==> src/rtl/fpr_pkg.sv <==
// Shared constants and controller-to-datapath command type for the FIFO page replacement core.
package fpr_pkg;

    localparam int NUM_FRAMES_DEF = 8;
    localparam int PAGE_BITS_DEF  = 16;

    // Fixed field widths on the ports
    localparam int PAGE_NUM_W = 16;
    localparam int SLOT_W     = 3;
    localparam int FAULT_W    = 16;

    typedef struct packed {
        logic step;   // take the presented reference and load the result register
    } t_dp_cmd;

endpackage

==> src/rtl/fifo_page_replacement_core.sv <==
// Top level of the FIFO page replacement core: controller and datapath.
//
//   channel   direction  handshake                    payload
//   in        input      i_in_valid / o_in_ready      i_page_number
//   out       output     o_out_valid / i_out_ready    o_hit, o_fault_counted,
//                                                     o_frame_slot, o_fault_total
//
// One reference per cycle while out is not stalled; each result appears in the cycle after its transfer.
// The compare across all frames and the pointer update complete in the cycle of the transfer.
// A single result register holds the output; a new reference is taken while it
// drains, so a stall on out stops in only while the register is full and not taken.
// Synchronous active-low reset zeroes all frames (so page 0 then hits) and clears pointer, filled flag and count.
module fifo_page_replacement_core
    import fpr_pkg::*;
#(
    parameter int NUM_FRAMES = NUM_FRAMES_DEF,
    parameter int PAGE_BITS  = PAGE_BITS_DEF
) (
    input  logic                  i_clk,
    input  logic                  i_rst_n,
    input  logic                  i_in_valid,
    output logic                  o_in_ready,
    input  logic [PAGE_NUM_W-1:0] i_page_number,
    output logic                  o_out_valid,
    input  logic                  i_out_ready,
    output logic                  o_hit,
    output logic                  o_fault_counted,
    output logic [SLOT_W-1:0]     o_frame_slot,
    output logic [FAULT_W-1:0]    o_fault_total
);

    t_dp_cmd w_cmd;

    fpr_ctrl u_ctrl (
        .i_clk       (i_clk),
        .i_rst_n     (i_rst_n),
        .i_in_valid  (i_in_valid),
        .o_in_ready  (o_in_ready),
        .o_out_valid (o_out_valid),
        .i_out_ready (i_out_ready),
        .o_cmd       (w_cmd)
    );

    fpr_dp #(
        .NUM_FRAMES (NUM_FRAMES),
        .PAGE_BITS  (PAGE_BITS)
    ) u_dp (
        .i_clk           (i_clk),
        .i_rst_n         (i_rst_n),
        .i_cmd           (w_cmd),
        .i_page_number   (i_page_number),
        .o_hit           (o_hit),
        .o_fault_counted (o_fault_counted),
        .o_frame_slot    (o_frame_slot),
        .o_fault_total   (o_fault_total)
    );

endmodule

==> src/rtl/fpr_ctrl.sv <==
// Handshake controller: tracks the result register and issues step commands.
module fpr_ctrl
    import fpr_pkg::*;
(
    input  logic    i_clk,
    input  logic    i_rst_n,
    input  logic    i_in_valid,
    output logic    o_in_ready,
    output logic    o_out_valid,
    input  logic    i_out_ready,
    output t_dp_cmd o_cmd
);

    typedef enum logic [0:0] {
        ST_EMPTY,
        ST_FULL
    } t_state;

    t_state r_state;
    t_state n_state;
    logic   w_accept;

    // Take a new reference whenever the result register is free or drains this cycle
    assign o_in_ready  = (r_state == ST_EMPTY) || i_out_ready;
    assign w_accept    = i_in_valid && o_in_ready;
    assign o_out_valid = (r_state == ST_FULL);
    assign o_cmd.step  = w_accept;

    always_comb begin
        n_state = r_state;
        case (r_state)
            ST_EMPTY: begin
                if (w_accept) n_state = ST_FULL;
            end
            ST_FULL: begin
                if (w_accept)         n_state = ST_FULL;
                else if (i_out_ready) n_state = ST_EMPTY;
            end
            default: n_state = ST_EMPTY;
        endcase
    end

    always_ff @(posedge i_clk) begin
        if (!i_rst_n) begin
            r_state <= ST_EMPTY;
        end else begin
            r_state <= n_state;
        end
    end

endmodule

==> src/rtl/fpr_dp.sv <==
// Datapath: frame registers, parallel compare, insert pointer, fault counter, result register.
module fpr_dp
    import fpr_pkg::*;
#(
    parameter int NUM_FRAMES = NUM_FRAMES_DEF,
    parameter int PAGE_BITS  = PAGE_BITS_DEF
) (
    input  logic                  i_clk,
    input  logic                  i_rst_n,
    input  t_dp_cmd               i_cmd,
    input  logic [PAGE_NUM_W-1:0] i_page_number,
    output logic                  o_hit,
    output logic                  o_fault_counted,
    output logic [SLOT_W-1:0]     o_frame_slot,
    output logic [FAULT_W-1:0]    o_fault_total
);

    localparam int PTR_W = (NUM_FRAMES > 1) ? $clog2(NUM_FRAMES) : 1;
    localparam logic [PTR_W-1:0]   PTR_LAST  = PTR_W'(NUM_FRAMES - 1);
    localparam logic [FAULT_W-1:0] FAULT_MAX = '1;

    logic [PAGE_BITS-1:0] r_frames [NUM_FRAMES];
    logic [PTR_W-1:0]     r_ptr;
    logic                 r_filled;
    logic [FAULT_W-1:0]   r_faults;

    logic                 r_hit;
    logic                 r_counted;
    logic [SLOT_W-1:0]    r_slot;

    logic [PAGE_BITS-1:0] w_page;
    logic                 w_found;
    logic [PTR_W-1:0]     w_match;
    logic [PTR_W-1:0]     w_slot;
    logic                 w_counted;
    logic [FAULT_W-1:0]   n_faults;

    assign w_page = PAGE_BITS'(i_page_number);

    // Lowest matching frame wins: scan downwards so the lowest index is assigned last
    always_comb begin
        w_found = 1'b0;
        w_match = '0;
        for (int i = NUM_FRAMES - 1; i >= 0; i--) begin
            if (r_frames[i] == w_page) begin
                w_found = 1'b1;
                w_match = PTR_W'(i);
            end
        end
    end

    assign w_slot    = w_found ? w_match : r_ptr;
    assign w_counted = !w_found && r_filled;
    assign n_faults  = (w_counted && (r_faults != FAULT_MAX)) ? r_faults + 1'b1 : r_faults;

    always_ff @(posedge i_clk) begin
        if (!i_rst_n) begin
            for (int i = 0; i < NUM_FRAMES; i++) begin
                r_frames[i] <= '0;
            end
            r_ptr    <= '0;
            r_filled <= 1'b0;
            r_faults <= '0;
        end else if (i_cmd.step) begin
            r_faults <= n_faults;
            if (!w_found) begin
                r_frames[r_ptr] <= w_page;
                // Advance and wrap; the first wrap marks every frame as filled
                if (r_ptr == PTR_LAST) begin
                    r_ptr    <= '0;
                    r_filled <= 1'b1;
                end else begin
                    r_ptr <= r_ptr + 1'b1;
                end
            end
        end
    end

    always_ff @(posedge i_clk) begin
        if (i_cmd.step) begin
            r_hit     <= w_found;
            r_counted <= w_counted;
            r_slot    <= SLOT_W'(w_slot);
        end
    end

    assign o_hit           = r_hit;
    assign o_fault_counted = r_counted;
    assign o_frame_slot    = r_slot;
    assign o_fault_total   = r_faults;

endmodule
==> config.mk <==
export PLATFORM = sky130hd
export DESIGN_NAME = fifo_page_replacement_core
export DESIGN_NICKNAME = d
export VERILOG_FILES = /design/src/rtl/fpr_pkg.sv /design/src/rtl/fifo_page_replacement_core.sv /design/src/rtl/fpr_ctrl.sv /design/src/rtl/fpr_dp.sv
export SDC_FILE = /design/constraint.sdc
export NUM_CORES = 1
export LEC_CHECK = 0
export BUFFER_PORTS_ARGS = -buffer_cell sky130_fd_sc_hd__clkbuf_2
export CAP_MARGIN = 20
export CORE_UTILIZATION = 40
export CTS_CLUSTER_DIAMETER = 60
export CTS_CLUSTER_SIZE = 8
export DETAILED_ROUTE_END_ITERATION = 8
export GPL_ROUTABILITY_DRIVEN = 0
export REMOVE_ABC_BUFFERS = 1
export SLEW_MARGIN = 20
export SYNTH_ARGS = -nofsm -noshare
export SYNTH_HDL_FRONTEND = slang
export SYNTH_SLANG_ARGS = --single-unit
==> constraint.sdc <==
create_clock -name i_clk -period 5.8 [get_ports i_clk]
set_clock_uncertainty 0.1 [all_clocks]
set_input_delay 0.58 -clock i_clk [delete_from_list [all_inputs] [get_ports i_clk]]
set_output_delay 0.58 -clock i_clk [all_outputs]
set_load 0.05 [all_outputs]
==> impl.org, run 1 <==
** Outcome
- The run finished with clean final reports.

** Timing
- The routed design could run at a clock period as short as slightly below 4000 ps.
- Rel. slew slack :: between 30% and 40%
- For the final routed database, the setup TNS stands at 0 ps.
- Setup repair after global routing left no endpoint under its margin.
- Final-report max-slew violation count :: 0
- Slew at the pin closest to its max-slew limit :: 936 ps
- Based on the critical path, the design can be clocked at up to ~250 MHz.
- The number of failing hold endpoints at the final stage came to 0.
- Setup slack closes at between 1500 and 2000 ps.
- Setup violations remaining at the end of the flow were counted as 0.
- Dividing the final minimum period by the clock period gives 68.3%.

** Final layout
- Proportion of layout cells with a drive suffix above 1 :: about 15%
- At the end of the flow, the number of nets in the layout was about 700.
- Summing all flip-flop and latch instances after layout gives about 4400 sq um.
- Ant. Diodes :: 0
- Multi-input combinational cell area :: about 3000 sq um
- Once layout is done, the placed cells without fillers occupy around 8600 sq um.
- Relative to the synthesized area, the layout overhead comes to 10.3%.
- Count of fill cells added during filler insertion :: about 1700

** Global route
- Maximum number of pins on one net before global-route repair :: 57
- Global router's overall resource usage :: approximately a fifth
- The via count of the first global-routing pass came to 5116.
- The initial antenna violation count is 0.
- Global-route wire length before repair :: about 30 mm
- The total overflow left after global routing is 0.

** Critical path
- Maximum single-stage delay on the critical path :: around 700 ps
- Slack of the worst reg-to-reg path :: around 2000 ps
- STA classifies the critical path startpoint as an input port.
- For this design, the slowest cell found on the critical path is sky130_fd_sc_hd__nor4_1.
- Crit Path Max Fanout :: 37
- The signal on the critical path passes through clkbuf_2, xor2_1, nor4_1, nand4_2, nand4_2, or3_4, or3_1, nand2_1.
- In this design, the largest share of critical-path delay is due to simple AND/OR/NAND/NOR gates.
- The worst setup path is of the in -> reg kind.
- For the worst setup path, the data required time is 5720 ps.
- Data on the critical path arrives at its endpoint at between 3000 and 4000 ps.
- The number of buffers and inverters on the critical path is 1.
- CP endpoint kind :: flop
- Cell repeated most along the worst path :: sky130_fd_sc_hd__nand4_2

** Die
- Initial Utilization :: around 41%
- Floorplan die width :: about 140 um
- The region available for standard cell placement spans 19000 sq um.
- After floorplanning, the core was divided into 50 placement rows.
- Die Outline Area :: between 20000 and 25000 sq um
- Num ports :: between 40 and 50
- Measured along the y axis, the die boundary spans roughly 140 um.

** Clock network
- CTS hold repair buffers :: 0
- Clock tree from TritonCTS :: done
- Buffers added to address setup during post-CTS repair amount to 0.
- Clock tree synthesis selected as its root buffer the cell sky130_fd_sc_hd__clkbuf_16.
- Num Clock Sinks :: between 150 and 200
- In this run, post-CTS repair resized a total of 0 instances.
- Clock insertion delay at the later pin of the skew report :: 430 ps
- Buffer depth of the longest clock path :: 2
- Clock slew at reported path FFs :: around 60 ps
- Inserted Clock Buffers :: 17
- H-tree depth :: 4

** Power and ir drop
- In this run the power density over the cells is about 290 nW/um^2.
- Worst VDD drop :: slightly above 200 uV
- Leakage dissipation :: 3.15 nW

** Yosys
- Fraction of registers with async set/reset :: 0%
- Mapped cell area :: 7820 sq um
- Register area share after synthesis :: a little under three fifths
- Top cell types by occurrence after synthesis :: sky130_fd_sc_hd__edfxtp_1 (133), sky130_fd_sc_hd__xor2_1 (97), sky130_fd_sc_hd__nor4_1 (80)
- Counting flops with a built-in enable in the synthesized netlist gives around 130.
- Mapped Cells :: between 600 and 700
- Total of warnings raised by yosys :: 0
- The most used flip-flop cell after synthesis is sky130_fd_sc_hd__edfxtp_1.
- Leading cell type by number of instances after synthesis :: sky130_fd_sc_hd__edfxtp_1
- In this run, distinct cell masters in the synthesized netlist total 41.
- Area share of the leading cell type in the synthesized netlist :: about half
- Post-Synthesis Mean Instance Area :: approximately 12 sq um
- Cell type with the highest aggregate area in the netlist :: sky130_fd_sc_hd__edfxtp_1
- After synthesis the netlist holds a flip-flop and latch count of 154.
- Leading post-synthesis cells by cell area :: sky130_fd_sc_hd__edfxtp_1 (51%), sky130_fd_sc_hd__xor2_1 (11%), sky130_fd_sc_hd__nor4_1 (6.4%)

** Drt
- For this run, design rule violations remaining after detail routing come to 0.
- In the routed layout, each cell is associated on average with a via count of between 5 and 6.
- Avg WL per Cell :: about 20 um
- Wires add up to between 15 and 20 mm.
- Remaining antenna violation count :: 0
- First-pass detailed-route iteration total :: 5
- Number of DRC markers after the initial detailed-route iteration :: 439
- The final route contains roughly 5200 vias.

** Placed design
- OpenSTA, run right after detailed placement, puts the worst setup slack at 1480 ps.
- In this run the cell area measured after placement is roughly 8100 sq um.
- Buffers placed on the I/O ports in this run total 42.
- Post-detail-place hpwl :: about 12 mm

** Worst hold path
- In this run the worst hold path is classified as in -> reg.

** Flow run
- Maximum capacitance violations :: 0
metal layers:
metal	share of wire, %	global-route usage, %	routed length (um)
met5	0	0	0
met4	1.7	6.56	324
met3	5.7	4.59	1070
met2	48	31.6	8950
met1	45	26.1	8300
worst reg2reg max path, delay by kind of cell, from the launching register on:
family        cells  cell delay (ps)
simple gates      6             2800
flops             1              390
xor+xnor          1              150
layout by cell type, fill, tap and decap left out, types with 2 or more instances in the layout:
cell	n
sky130_fd_sc_hd__a21boi_0	4
sky130_fd_sc_hd__a21oi_1	2
sky130_fd_sc_hd__and2_1	2
sky130_fd_sc_hd__and4_1	2
sky130_fd_sc_hd__buf_4	9
sky130_fd_sc_hd__clkbuf_16	17
sky130_fd_sc_hd__clkbuf_2	42
sky130_fd_sc_hd__clkinv_1	2
sky130_fd_sc_hd__clkinv_2	3
sky130_fd_sc_hd__clkinv_4	3
sky130_fd_sc_hd__clkinvlp_4	2
sky130_fd_sc_hd__dfxtp_1	20
sky130_fd_sc_hd__edfxtp_1	133
sky130_fd_sc_hd__ha_1	3
sky130_fd_sc_hd__inv_1	23
sky130_fd_sc_hd__mux2i_1	11
sky130_fd_sc_hd__nand2_1	27
sky130_fd_sc_hd__nand2b_1	10
sky130_fd_sc_hd__nand3_1	13
sky130_fd_sc_hd__nand4_1	15
sky130_fd_sc_hd__nand4_2	5
sky130_fd_sc_hd__nor2_1	62
sky130_fd_sc_hd__nor2_4	9
sky130_fd_sc_hd__nor2b_1	2
sky130_fd_sc_hd__nor3_1	22
sky130_fd_sc_hd__nor4_1	80
sky130_fd_sc_hd__nor4b_1	2
sky130_fd_sc_hd__o21ai_0	5
sky130_fd_sc_hd__o31ai_1	2
sky130_fd_sc_hd__o31ai_2	3
sky130_fd_sc_hd__or3_1	7
sky130_fd_sc_hd__or4_1	4
sky130_fd_sc_hd__xnor2_1	34
sky130_fd_sc_hd__xor2_1	97
registers in the layout (all words and copies together), names as in the netlist:
register and flops:
u_dp.r_ptr 3, u_dp.r_frames 128, u_dp.o_fault_counted 1, u_ctrl.o_out_valid 1
u_dp.o_hit 1, u_dp.r_filled 1, u_dp.o_frame_slot 3, u_dp.o_fault_total 16
worst paths after layout:
kind | start | cells after the start | to
setup / recovery | i_page_number[10] | 8 | u_dp.r_frames[5][3]
hold / removal | i_in_valid | 3 | u_ctrl.o_out_valid
setup reg to reg | u_dp.r_frames[6][10] | 7 | u_dp.r_frames[5][3]
hold reg to reg | u_dp.o_fault_total[12] | 2 | u_dp.o_fault_total[12]
cell type report:
cell class / count / area share (%)
Tap cell: 260 / 3.77
Multi-Input combinational cell: 434 / 34.6
Clock inverter: 12 / 1.19
Timing Repair Buffer: 51 / 3.22
Clock buffer: 18 / 4.98
Sequential cell: 154 / 51.2
Inverter: 23 / 1.00
power by group:
part / internal [mW] / switching [mW] / leakage (nW)
combinational: 0.0625 / 0.152 / 1.34
clock: 0.582 / 0.440 / 0.257
sequential: 1.25 / 0.0199 / 1.55
cells by family after synthesis:
kind of cell               after synthesis  synth area share [%]
AOI/OAI and AO/OA                       20                  1.70
xor gates and xnor gates               131                  14.7
adders and majority gates                3                 0.480
buffers and inverters                   75                  5.55
DFF                                    154                  56.5
muxes                                   11                  1.41
and+or+nand+nor                        269                  19.7
through the flow:
step	hold slack [ps]	cells	utilization [%]	power (mW)
6_report	318	952	45.5	2.50
5_1_grt	343	952	45.5	2.58
4_1_cts	303	952	45.5	2.51
3_5_place_dp	389	922	42.7	1.50
3_3_place_gp	383	922	42.7	1.50
2_1_floorplan	362	611	-	1.41
(Power assumes the default switching activity.)
==> inputs of run 2 (changes only) <==
- clock period: 5.8 -> 4 ns (I/O delays scaled with it)
==> run 2 against run 1 <==
  * Clock-buffer cell count unchanged
  * Total power increased by 48%
  * Largest power group unchanged
  * Setup slack got worse by 1200 ps
  * Sequential share of layout area decreased by 0.81 points
  * Sequential cell count unchanged
  * Utilization increased by 0.73 points
  * Clock power increased by 52%
  * Worst hold slack got worse by 160 ps
  * First-iteration DRC count increased by 22%
  * Non-clock buffer count increased by 14
  * Die area unchanged
==> impl.org, run 2 (same netlist as run 1, synthesis figures left out) <==
** Global route
- In this run the most used layer during global routing was met2.
- Global router's overall resource usage :: 20.7%
- Entering global routing, the biggest net connects 39 pins.
- In the global route stage, met2 resource usage came out at between 30% and 40%.
- The via count of the first global-routing pass is a little over 5000.
- GR met3 Demand/Resource :: between 3 and 4%
- The initial antenna violation count was 0.
- Global-route wire length before repair :: 30.4 mm
- GRT Residual Overflow :: 0
- Met1 capacity usage during global routing :: approximately 28%

** Clock network
- The longest clock path from root to sink contains 2 buffers.
- Clock-pin slew was measured on the worst setup and hold paths at roughly 70 ps.
- Clock tree from TritonCTS :: done
- CTS saw roughly 150 sinks.
- In this run the post-CTS setup repair buffer count came out at 0.
- After clock tree synthesis, the flow added hold-fix buffers numbering 0.
- Resize count post-CTS :: 0
- Root Buffer :: sky130_fd_sc_hd__clkbuf_16
- The clock tree synthesis step divided the H-tree into 4 levels.
- At the later pin of the worst-skew pair, clock insertion delay measures 430 ps.
- Inserted Clock Buffers :: 17

** Critical path
- Kind of critical path :: reg -> reg
- CP endpoint kind :: flop
- In this run the critical register-to-register path is launched from u_dp.r_frames[4][7].
- For the worst flop-to-flop path, the logic depth is 7.
- Total number of cells along the worst setup path :: 7
- The largest single stage delay on the critical path is between 900 and 1000 ps.
- Buffers and inverters on the worst path :: 1
- At the worst endpoint, the required time is 4030 ps.
- The setup check on the worst reg-to-reg path leaves a slack of about 600 ps.
- Along the worst path, the maximum fanout reaches 24.
- The signal on the critical path passes through xor2_1, nor4_1, nand4_1, nand4_2, or3_4, o21ai_1, buf_4.
- Critical path arrival :: around 3400 ps
- The worst register-to-register path ends at u_dp.r_frames[2][6].
- Crit path launch type :: flop
- Broken down by cell family, the worst path's largest delay share belongs to simple AND/OR/NAND/NOR gates.
- Cell type of the slowest stage on the worst timing path :: sky130_fd_sc_hd__o21ai_1

** Final layout
- Count of fill cells added during filler insertion :: roughly 1700
- Area occupied by registers :: between 4000 and 5000 sq um
- In the final layout, the share of cells above drive strength 1 is between 15 and 20%.
- Most common cell after layout, fill and taps aside :: sky130_fd_sc_hd__edfxtp_1
- Flip-flop count of the largest register, all copies and words added :: approximately 130
- Most frequent cells in the layout :: sky130_fd_sc_hd__edfxtp_1 (133), sky130_fd_sc_hd__xor2_1 (97), sky130_fd_sc_hd__nor4_1 (80)
- The area growth from synthesis to layout is 12.1%.
- The number of antenna diodes in the final layout is 0.
- Multi-input combinational cell area :: about 3000 sq um
- The register with the most flip-flops in the final layout is u_dp.r_frames.
- Total Nets Final :: approximately 700
- Summing all non-filler instances in the final layout gives an area of ~9000 sq um.

** Drt
- Total wirelength of the detailed-routed design :: ~20 mm
- In the routed design, unresolved DRC markers number 0.
- Via-to-Cell Ratio :: between 5 and 6
- The detailed router finished its first iteration with 537 violations.
- The count of nets left with antenna violations once routing finished came out at 0.
- First-pass detailed-route iteration total :: 5
- Avg WL per Cell :: 20.5 um
- Total vias in the final route :: roughly 5400

** Die
- Num ports :: 43
- The die is 142 um tall.
- Die Outline Area :: 20100 sq um
- Once the floorplan was initialized, standard cells occupied between 40% and 50% of the core.
- Std-Cell Rows :: 50
- The region available for standard cell placement spans approximately 19000 sq um.
- Floorplan die width :: 142 um

** Timing
- Number of hold violations in the final report :: 0
- After layout, the minimum clock period comes to 3400 ps.
- Post-route fraction of the period consumed by the critical path :: a little under nine tenths
- Rel. slew slack :: roughly 23%
- Fmax :: just under 300 MHz
- Number of endpoints failing setup at the final stage :: 0
- At the pin with the least slew margin, the transition time is between 1000 and 1500 ps.
- Unrepaired setup endpoints after global routing :: false
- Final-report max-slew violation count :: 0
- Summed over all failing endpoints, the final setup total negative slack is 0 ps.

** Worst hold path
- The worst hold path begins at i_in_valid.
- Worst hold stages :: 3
- The path with the worst hold slack has its endpoint at u_ctrl.o_out_valid.
- Min-delay worst type :: in -> reg

** Placed design
- Total placed instance area :: between 8000 and 9000 sq um
- Buffers added on ports :: 42
- Post-detail-place hpwl :: 13.5 mm

** Power and ir drop
- VDD sags by at most between 300 and 400 uV.
- Power spread over the standard cell area amounts to approximately 420 nW/um^2.
- Leakage dissipation :: between 3 and 4 nW

** Outcome
- Run status :: complete, no violations

** Flow run
- The tool flagged a number of max-cap violations equal to 0.
-- run 2: cell count changes in the layout (fill, tap and decap cells not counted), sizes merged --
cell / delta
clkinv: -5
buf: +14
clkinvlp: +2
inv: +5
-- run 2: per-stage QoR --
stage / utilization, % / hold slack, ps / worst slack, ps / instances / power, mW
6_report: 46.2 / 161 / 599 / 968 / 3.71
5_1_grt: 46.2 / 200 / 462 / 968 / 3.83
4_1_cts: 46.2 / 153 / 611 / 968 / 3.73
3_5_place_dp: 43.2 / 400 / 269 / 936 / 2.19
3_3_place_gp: 43.2 / 376 / 265 / 936 / 2.19
2_1_floorplan: - / 362 / 362 / 611 / 2.05
-- run 2: report_power, final --
group          switching (mW)  total, mW  internal (mW)
Combinational           0.227      0.322         0.0957
Clock                   0.683       1.55          0.869
Sequential             0.0308       1.84           1.81
-- run 2: worst reg2reg max path, stage by stage (launching register included) --
cell,delay [ps]
sky130_fd_sc_hd__edfxtp_1,380
sky130_fd_sc_hd__xor2_1,300
sky130_fd_sc_hd__nor4_1,140
sky130_fd_sc_hd__nand4_1,180
sky130_fd_sc_hd__nand4_2,160
sky130_fd_sc_hd__or3_4,560
sky130_fd_sc_hd__o21ai_1,950
sky130_fd_sc_hd__buf_4,330
-- run 2: how the worst max path moves through the flow --
stage | start | end | slack (ps)
2_1_floorplan | u_ctrl.o_out_valid | u_dp.r_frames[0][0] | 360
3_3_place_gp | i_page_number[7] | u_dp.r_frames[2][2] | 270
3_5_place_dp | i_page_number[7] | u_dp.r_frames[2][6] | 270
4_1_cts | u_dp.r_frames[4][7] | u_dp.r_frames[2][0] | 610
5_1_grt | u_dp.r_frames[4][7] | u_dp.r_frames[2][6] | 460
6_report | u_dp.r_frames[4][7] | u_dp.r_frames[2][6] | 600
-- run 2: layer usage --
| metal | routed length [um] | share of wire (%) |
|---|---|---|
| met4 | 545 | 2.8 |
| met3 | 1140 | 5.8 |
| met5 | 0 | 0 |
| met1 | 8520 | 43 |
| met2 | 9610 | 49 |
-- run 2: layout make-up --
cell class	instances	area share, %
repair buffers	65	4.37
multi-input cells	434	34.1
clock inverters	14	1.56
flip-flops and latches	154	50.4
inverters	23	0.986
well taps	260	3.71
clock buffers	18	4.90
